## config.mk

```make
export PLATFORM = sky130hd
export DESIGN_NAME = matrix_multiply_4x4
export DESIGN_NICKNAME = d
export VERILOG_FILES = /design/src/mm4_pkg.sv /design/src/matrix_multiply_4x4.sv /design/src/mm4_cell.sv /design/src/mm4_mac.sv
export VERILOG_INCLUDE_DIRS = /design/src /design/src/src
export SDC_FILE = /design/constraint.sdc
export NUM_CORES = 2
export LEC_CHECK = 0
export ABC_AREA = 1
export BUFFER_PORTS_ARGS = -buffer_cell sky130_fd_sc_hd__clkbuf_2
export CAP_MARGIN = 20
export CORE_MARGIN = 3
export CORE_UTILIZATION = 53
export DETAILED_ROUTE_END_ITERATION = 6
export PLACE_DENSITY = 0.69
export SYNTH_ARGS = -nofsm -noshare
export SYNTH_HDL_FRONTEND = slang
export SYNTH_SLANG_ARGS = --single-unit
```

## constraint.sdc

```tcl
create_clock -name clk -period 118 [get_ports clk]
set_clock_uncertainty 0.05 [all_clocks]
set_input_delay 17.7 -clock clk [delete_from_list [all_inputs] [get_ports clk]]
set_output_delay 17.7 -clock clk [all_outputs]
set_load 0.005 [all_outputs]
```

## src/assert_macros.svh

```systemverilog
// Assertion macros for the 4x4 matrix product block.
// No dependencies.
`ifndef ASSERT_MACROS_SVH
`define ASSERT_MACROS_SVH
`define ASSERT_IMPL(lbl, clk, rstn, a, c) \
lbl: assert property (@(posedge clk) disable iff (!rstn) (a) |-> (c)) else $error("lbl");
`define ASSERT_NEXT(lbl, clk, rstn, a, c) \
lbl: assert property (@(posedge clk) disable iff (!rstn) (a) |=> (c)) else $error("lbl");
`endif

```

## src/mm4_pkg.sv

```systemverilog
// Types and constants for the 4x4 matrix product block.
// No dependencies.
package mm4_pkg;
    localparam int DIM = 4;
    localparam int CELLS = 16;
    typedef enum logic [1:0] {ST_LOAD, ST_CALC, ST_SEND} state_t;
endpackage

```

## src/matrix_multiply_4x4.sv

```systemverilog
// 4x4 signed fixed-point matrix product. Loads 32 elements at one per cycle
// while start is held, then per result runs a clear step, 4 MAC steps and a
// done strobe. All 16 results share the single MAC; a new run is taken only
// after the last. busy is high while computing and sending. Reset clears
// control; element cells are not reset. Results cannot be stalled by the receiver.
`include "assert_macros.svh"
module matrix_multiply_4x4
    import mm4_pkg::*;
#(
    parameter int FRAC_BITS = 16
)
(
    input  logic               clk,
    input  logic               rst_n,
    input  logic               start,
    output logic               busy,
    input  logic signed [31:0] element_value,
    output logic               done,
    output logic signed [31:0] product_value,
    output logic [3:0]         product_index,
    output logic               last_element
);
    state_t state_reg, state_next;
    logic [4:0] load_reg, load_next;
    logic [3:0] idx_reg, idx_next;
    logic [2:0] step_reg, step_next;
    logic signed [31:0] chain [0:2*CELLS];
    logic shift, clear, acc_en;
    logic signed [31:0] mac_out;

    assign chain[0] = element_value;
    assign shift = start && !busy;
    genvar g;
    generate
        for (g = 0; g < 2*CELLS; g++)
        begin : g_cell
            mm4_cell u_cell (.clk(clk), .shift(shift), .din(chain[g]),
                             .dout(chain[g+1]));
        end
    endgenerate
    // chain[32] is left[0], chain[17] is left[15]; chain[16] right[0].
    logic [1:0] k;
    logic [3:0] li, ri;
    assign k  = step_reg[1:0];
    assign li = {idx_reg[3:2], k};
    assign ri = {k, idx_reg[1:0]};
    mm4_mac #(.FRAC_BITS(FRAC_BITS)) u_mac (.clk(clk), .clear(clear),
        .acc_en(acc_en), .a(chain[6'(32) - 6'(li)]), .b(chain[6'(16) - 6'(ri)]),
        .result(mac_out));

    always_ff @(posedge clk or negedge rst_n)
    begin
        if (!rst_n)
        begin
            state_reg <= ST_LOAD;
            load_reg  <= '0;
            idx_reg   <= '0;
            step_reg  <= '0;
        end
        else
        begin
            state_reg <= state_next;
            load_reg  <= load_next;
            idx_reg   <= idx_next;
            step_reg  <= step_next;
        end
    end

    always_comb
    begin
        state_next = state_reg;
        load_next = load_reg;
        idx_next = idx_reg;
        step_next = step_reg;
        unique case (state_reg)
            ST_LOAD:
            begin
                if (start)
                begin
                    load_next = load_reg + 5'd1;
                    if (load_reg == 5'd31)
                    begin
                        state_next = ST_CALC;
                        idx_next = '0;
                        step_next = '0;
                    end
                end
            end
            ST_CALC:
            begin
                step_next = step_reg + 3'd1;
                if (step_reg == 3'd4)
                begin
                    state_next = ST_SEND;
                end
            end
            ST_SEND:
            begin
                step_next = '0;
                idx_next = idx_reg + 4'd1;
                state_next = (idx_reg == 4'd15) ? ST_LOAD : ST_CALC;
            end
            default: state_next = ST_LOAD;
        endcase
    end

    always_comb
    begin
        busy = (state_reg != ST_LOAD);
        done = (state_reg == ST_SEND);
        clear = (state_reg == ST_CALC) && (step_reg == 3'd0);
        acc_en = (state_reg == ST_CALC) && (step_reg != 3'd0);
        product_value = mac_out;
        product_index = idx_reg;
        last_element = done && (idx_reg == 4'd15);
    end

    `ASSERT_IMPL(a_no_busy_load, clk, rst_n, busy, load_reg == 5'd0)
    `ASSERT_NEXT(a_last_ends, clk, rst_n, last_element, !busy)
    `ASSERT_NEXT(a_send_once, clk, rst_n, done, !done)
endmodule

```

## src/mm4_cell.sv

```systemverilog
// One shift cell of the element chain: holds one element, passes it on.
// Uses mm4_pkg.
module mm4_cell
    import mm4_pkg::*;
(
    input  logic               clk,
    input  logic               shift,
    input  logic signed [31:0] din,
    output logic signed [31:0] dout
);
    logic signed [31:0] data_reg;
    always_ff @(posedge clk)
    begin
        if (shift)
        begin
            data_reg <= din;
        end
    end
    assign dout = data_reg;
endmodule

```

## src/mm4_mac.sv

```systemverilog
// Shared multiply-accumulate with floor shift and saturation.
// Uses mm4_pkg.
module mm4_mac
    import mm4_pkg::*;
#(
    parameter int FRAC_BITS = 16
)
(
    input  logic               clk,
    input  logic               clear,
    input  logic               acc_en,
    input  logic signed [31:0] a,
    input  logic signed [31:0] b,
    output logic signed [31:0] result
);
    logic signed [63:0] prod_reg;
    logic signed [65:0] acc_reg;
    logic signed [65:0] acc_next;
    logic signed [65:0] shifted;
    always_ff @(posedge clk)
    begin
        prod_reg <= a * b;
        acc_reg  <= acc_next;
    end
    always_comb
    begin
        acc_next = acc_reg;
        if (clear)
        begin
            acc_next = '0;
        end
        else if (acc_en)
        begin
            acc_next = acc_reg + 66'(prod_reg);
        end
    end
    assign shifted = acc_reg >>> FRAC_BITS;
    always_comb
    begin
        if (shifted > 66'sd2147483647)
        begin
            result = 32'sh7fffffff;
        end
        else if (shifted < -66'sd2147483648)
        begin
            result = 32'sh80000000;
        end
        else
        begin
            result = shifted[31:0];
        end
    end
endmodule
```

Word-level counts from Yosys, hierarchy flattened
Cells that the tools add are included.
{"block": "word_totals", "elab_cells": 93, "register_bits": 1168, "output_inout_bits": 39}
{"block": "classes", "add_sub_neg": 6, "order_cmp": 4, "reduce_logical": 15, "n_mul": 1, "eq_ne": 8, "bitwise": 2, "mux": 19}
{"op": "32-bit binary-select mux with 6-bit select", "count": 2}
{"op": "32-bit two-way mux", "count": 6}
{"op": "66-bit by 64-bit adder with 66-bit output", "count": 1}
{"op": "32-bit by 32-bit multiplier with 64-bit output", "count": 1}
{"op": "50-bit by 32-bit greater-than comparator with 1-bit output (second input constant)", "count": 1}
{"op": "50-bit by 32-bit less-than comparator with 1-bit output (second input constant)", "count": 1}
{"op": "7-bit >= comparator (second input constant)", "count": 2}
{"op": "6-bit NOT with 7-bit output", "count": 2}
{"op": "3-bit one-hot mux with 3 select lines", "count": 1}
{"op": "3-bit AND reduction", "count": 3}
{"op": "4-bit two-way mux", "count": 2}
{"op": "4-bit one-hot mux with 2 select lines", "count": 1}
{"op": "2-bit two-way mux", "count": 3}
{"op": "3-bit two-way mux", "count": 2}
{"op": "2-bit inequality test (second input constant)", "count": 3}
{"op": "2-bit one-hot mux with 3 select lines", "count": 1}
{"op": "3-bit nonzero test", "count": 2}
{"op": "5-bit by 4-bit subtractor with 6-bit output (first input constant)", "count": 1}
{"op": "6-bit by 4-bit subtractor with 6-bit output (first input constant)", "count": 1}
{"op": "5-bit by 1-bit adder with 5-bit output (second input constant)", "count": 1}
{"op": "5-bit equality test (second input constant)", "count": 1}
{"op": "4-bit by 1-bit adder with 4-bit output (second input constant)", "count": 1}
{"op": "4-bit equality test (second input constant)", "count": 1}
{"op": "1-bit logical AND", "count": 4}
{"op": "10 further kinds", "count": 11}

Depth between registers and ports, before layout
{"block": "logic_depth", "depth_word": 6, "ltp_mapped": 49}

Cells and area by module
Synthesis repeated with hierarchy kept, for this count alone.
{"block": "unflattened", "cells_unflattened": 11652, "hier_area_um2": 97242.0}
{"module": "mm4_mac", "cells_per_inst": 6228, "instances": 1, "seq_area_each_um2": 2602.5, "area_each_um2": 47152.7}
{"module": "mm4_cell", "cells_per_inst": 32, "instances": 32, "seq_area_each_um2": 960.9, "area_each_um2": 960.9}
{"module": "matrix_multiply_4x4", "cells_per_inst": 4400, "instances": 1, "seq_area_each_um2": 350.3, "area_each_um2": 19339.8}

Least setup slack after synthesis
No wires, ideal clock.
{"block": "synth_timing", "kind": "input to register", "from": "input start", "to": "register idx_reg[3], in the netlist product_index[3]", "t_arrival_ns": 64.251, "t_required_ns": 117.778, "path_stages": 5, "n_path_buf": 0, "slack_ns": 53.527, "path_cell_list": "inv_1 -> nor2_1 -> inv_1 -> o22ai_1 -> a21oi_1"}
{"block": "synth_via", "elab_chain_cells": 2}
{"item": "start, declared", "line_no": "matrix_multiply_4x4.sv:15", "source": "input logic start,"}
{"item": "2-bit inequality test (no source line)"}
{"item": "3-bit AND reduction (no source line)"}
{"item": "end signal, assigned", "line_no": "matrix_multiply_4x4.sv:64", "source": "idx_reg <= idx_next;"}
{"item": "end, declared", "line_no": "matrix_multiply_4x4.sv:25", "source": "logic [3:0] idx_reg, idx_next;"}
Every way passes these cells.
A chain may end at the register's enable or synchronous reset.

Final worst setup path
{"block": "layout_timing", "from": "input element_value[9]", "to": "register u_mac.prod_reg[61]"}
{"block": "layout_via", "elab_chain_cells": 4}
{"item": "start, declared", "line_no": "matrix_multiply_4x4.sv:17", "source": "input logic signed [31:0] element_value,"}
{"item": "32-bit binary-select mux with 6-bit select", "line_no": "matrix_multiply_4x4.sv:48", "source": ".acc_en(acc_en), .a(chain[6'(32) - 6'(li)]), .b(chain[6'(16) - 6'(ri)]),"}
{"item": "32-bit two-way mux (implied by the code) (2 in series)", "line_no": "matrix_multiply_4x4.sv:48"}
{"item": "32-bit by 32-bit multiplier with 64-bit output (*)", "line_no": "mm4_mac.sv:22", "source": "prod_reg <= a * b;"}
{"item": "end signal, assigned", "line_no": "mm4_mac.sv:22"}
{"item": "end, declared", "line_no": "mm4_mac.sv:16", "source": "logic signed [63:0] prod_reg;"}
Mark *: on every way between the ends. The rest lies on a longest branch, timed or not. The select of a mux whose other input is x is not followed.

==> flow_summary.ini <==
[critical_path]
startpoint_type = primary input
required_ps = 118630
r2r-start = product_index[0]$_DFFE_PN0P_
r2r_cells = 36
critPathCaptureType = flop
reg2reg_slack_ps = 105130
timing.rr.end = u_mac.prod_reg[60]$_DFF_P_
critPathKind = primary input to flop
cp_slowest_cell = fa_1
max_stage_delay_ps = 920
crit_fanout = 18
worstPathArrival_ps = 26610
crit_top_cell = fa_1

[floorplan]
rows = 152
io_pins = 74
die_x_um = 424
fp.dieH_um = 424
dieArea_mm2 = 0.180
start_util_pct = 53.6
core_area_mm2 = 0.173

[placed_design]
place_congestion = 1.01
io_buffers = 73
hpwl_um = 206000
placed_area_mm2 = 0.0944

[yosys]
netlist_instances = 10000
synth_edf_count = 1024
synthTopCellsByArea = edfxtp_1, fa_1, inv_1
synth_cell_type_count = 53
async_reset_ff_share_pct = 1.20
synth_fp_nets = 11400
synth_top_area_share_pct = 33.2
synthFlopType = edfxtp_1
synth-seq-cells = 1168
syn_area_per_cell_um2 = 9.21
synth_warnings = 0
yosys.area.top_type = edfxtp_1
syn_area_mm2 = 0.0926
ys_seq_area_share_pct = 36.4

[status]
status = finished, violations left
violations = design-rule violations

[hold_path]
min_from = g_cell[8].u_cell.dout[8]$_DFFE_PP_
hold_path.class = flop to flop
hold_depth = 0
min_to = g_cell[9].u_cell.dout[8]$_DFFE_PP_

[timing]
setup_viol = 0
tns_ps = 0
timing.final.crit_period_ps = 25980
grt_setup_unrepaired = no
drv_slew = 0
clock.fmax_mhz = 38.5
hold_viol = 0
period_share_pct = 22.0
slew_headroom_pct = 29.0
tightest_slew_ps = 1060

[layout]
nNetsFinal = 11200
largest_reg_flops = 1024
syn2layout_area_growth_pct = 6.25
layout-drive-gt1-share_pct = 5.04
stdcell_area_mm2 = 0.0984
num-fill-cells = 15300

[cts]
clkSinkCount = 1168
path_clk_slew_ps = 60
clock_latency_ps = 810
cts_tree = yes
cts_resized = 0
cts_hold_buf = 0
cts_root_buffer = clkbuf_16
clock_path_buffers = 3
htreeDepth = 3
cts_setup_buffers = 0
numCtsBuffers = 121

[drt]
vias_per_cell = 5.98
drtAntennaViolNets = 0
first_iter_violations = 8585
avgRoutedWirePerCell_um = 24.1
drc_errors = 31
dr.pass1.iters = 7
routed_wl_um = 296000
vias = 73300

[grt]
grt_remaining_overflow = 0
antenna_found_initial = 8
grt_use_total_pct = 33.1
grt_max_degree = 215
grt_pass1_wl_um = 454000
grt_pass1_vias = 74300

[run]
cap_violations = 0
-- final cells by class --
cell class | instances | area (um^2) | area share (%)
Sequential cell | 1168 | 33700 | 34.3
Tap cell | 2310 | 2890 | 2.94
Antenna cell | 5 | 12.5 | 0.0127
Clock buffer | 154 | 3210 | 3.27
Clock inverter | 72 | 744 | 0.757
Inverter | 1623 | 6140 | 6.24
Timing Repair Buffer | 202 | 1430 | 1.45
Multi-Input combinational cell | 6725 | 50200 | 51.1
-- worst max-delay path, delay by kind of cell --
family | cells | cell delay (ps)
adder cells (fa/ha/maj) | 9 | 5300
buffers and inverters | 10 | 1430
AO/OA/AOI/OAI | 1 | 200
AND/OR/NAND/NOR | 13 | 1930
-- per-stage QoR --
stage | hold WS [ps] | instances | utilization (%) | setup slack [ps]
after CTS | 326 | 12300 | 56.9 | 92020
after global placement | 372 | 12000 | 54.6 | 91250
after floorplan | 371 | 10000 | - | 53530
after global routing | 336 | 12300 | 57.0 | 91580
final | 325 | 12300 | 57.0 | 92020
after detailed placement | 377 | 12000 | 54.6 | 91180
-- placed cells by master, fill, tap and decap left out, drive strengths merged, types with 23 or more instances in the layout --
master  count
clkbuf    227
nand3     550
nand4      23
o21bai     36
xnor2      27
o22ai      39
ha        255
buf       129
o211ai     77
o21ai     922
nor2     1253
a21oi     608
nor3       30
edfxtp   1024
o221ai    124
xor2       71
clkinv     56
inv      1626
fa       1083
dfxtp     130
nand2    1521
-- cells in the mapped netlist (25+ instances only) --
master	instances
fa_1	1083
buf_4	50
o221ai_1	124
o211ai_1	77
nand2_1	1514
buf_1	25
nor2_1	1243
a21oi_1	608
nor3_1	29
inv_2	56
o21ai_1	43
dfxtp_1	130
edfxtp_1	1024
nand3_1	530
o21bai_1	36
o21ai_0	869
xor2_1	70
buf_2	268
clkbuf_1	166
ha_1	255
inv_1	1565
xnor2_1	26
o22ai_1	39
-- metal layers --
metal | part of all wire [%] | vias up | GRT usage, % | wire, um
met5 | 0 | - | 0 | 0
met4 | 5.4 | 0 | 15.2 | 15900
met3 | 11 | 833 | 6.88 | 31800
met2 | 45 | 4264 | 50.8 | 132000
met1 | 39 | 36100 | 45.3 | 116000
li1 | - | 32100 | - | -
-- kinds of logic (layout without fill, tap and decap cells) --
kind of cell	after synthesis	in the layout	share of synthesized area, %
AO/OA/AOI/OAI	1885	1885	11.4
adder cells (fa/ha/maj)	1338	1338	26.9
AND/OR/NAND/NOR	3404	3404	14.9
buffers and inverters	2153	2051	9.47
XOR/XNOR	98	98	0.968
flip-flops	1168	1168	36.4
other	0	5	0
-- how the worst max path moves through the flow --
stage / startpoint / end / slack [ps] / cells after the start
floorplan: start / product_index[3]$_DFFE_PN0P_ / 53530 / 5
detailed placement: element_value[6] / u_mac.prod_reg[60]$_DFF_P_ / 91180 / 34
CTS: element_value[6] / u_mac.prod_reg[60]$_DFF_P_ / 92020 / 34
global route: element_value[6] / u_mac.prod_reg[56]$_DFF_P_ / 91580 / 32
finish: element_value[9] / u_mac.prod_reg[61]$_DFF_P_ / 92020 / 33
global placement: element_value[6] / u_mac.prod_reg[60]$_DFF_P_ / 91250 / 34
Power is not shown: default switching activity piles up to over one toggle a cycle in this logic, so the estimate is an artifact.
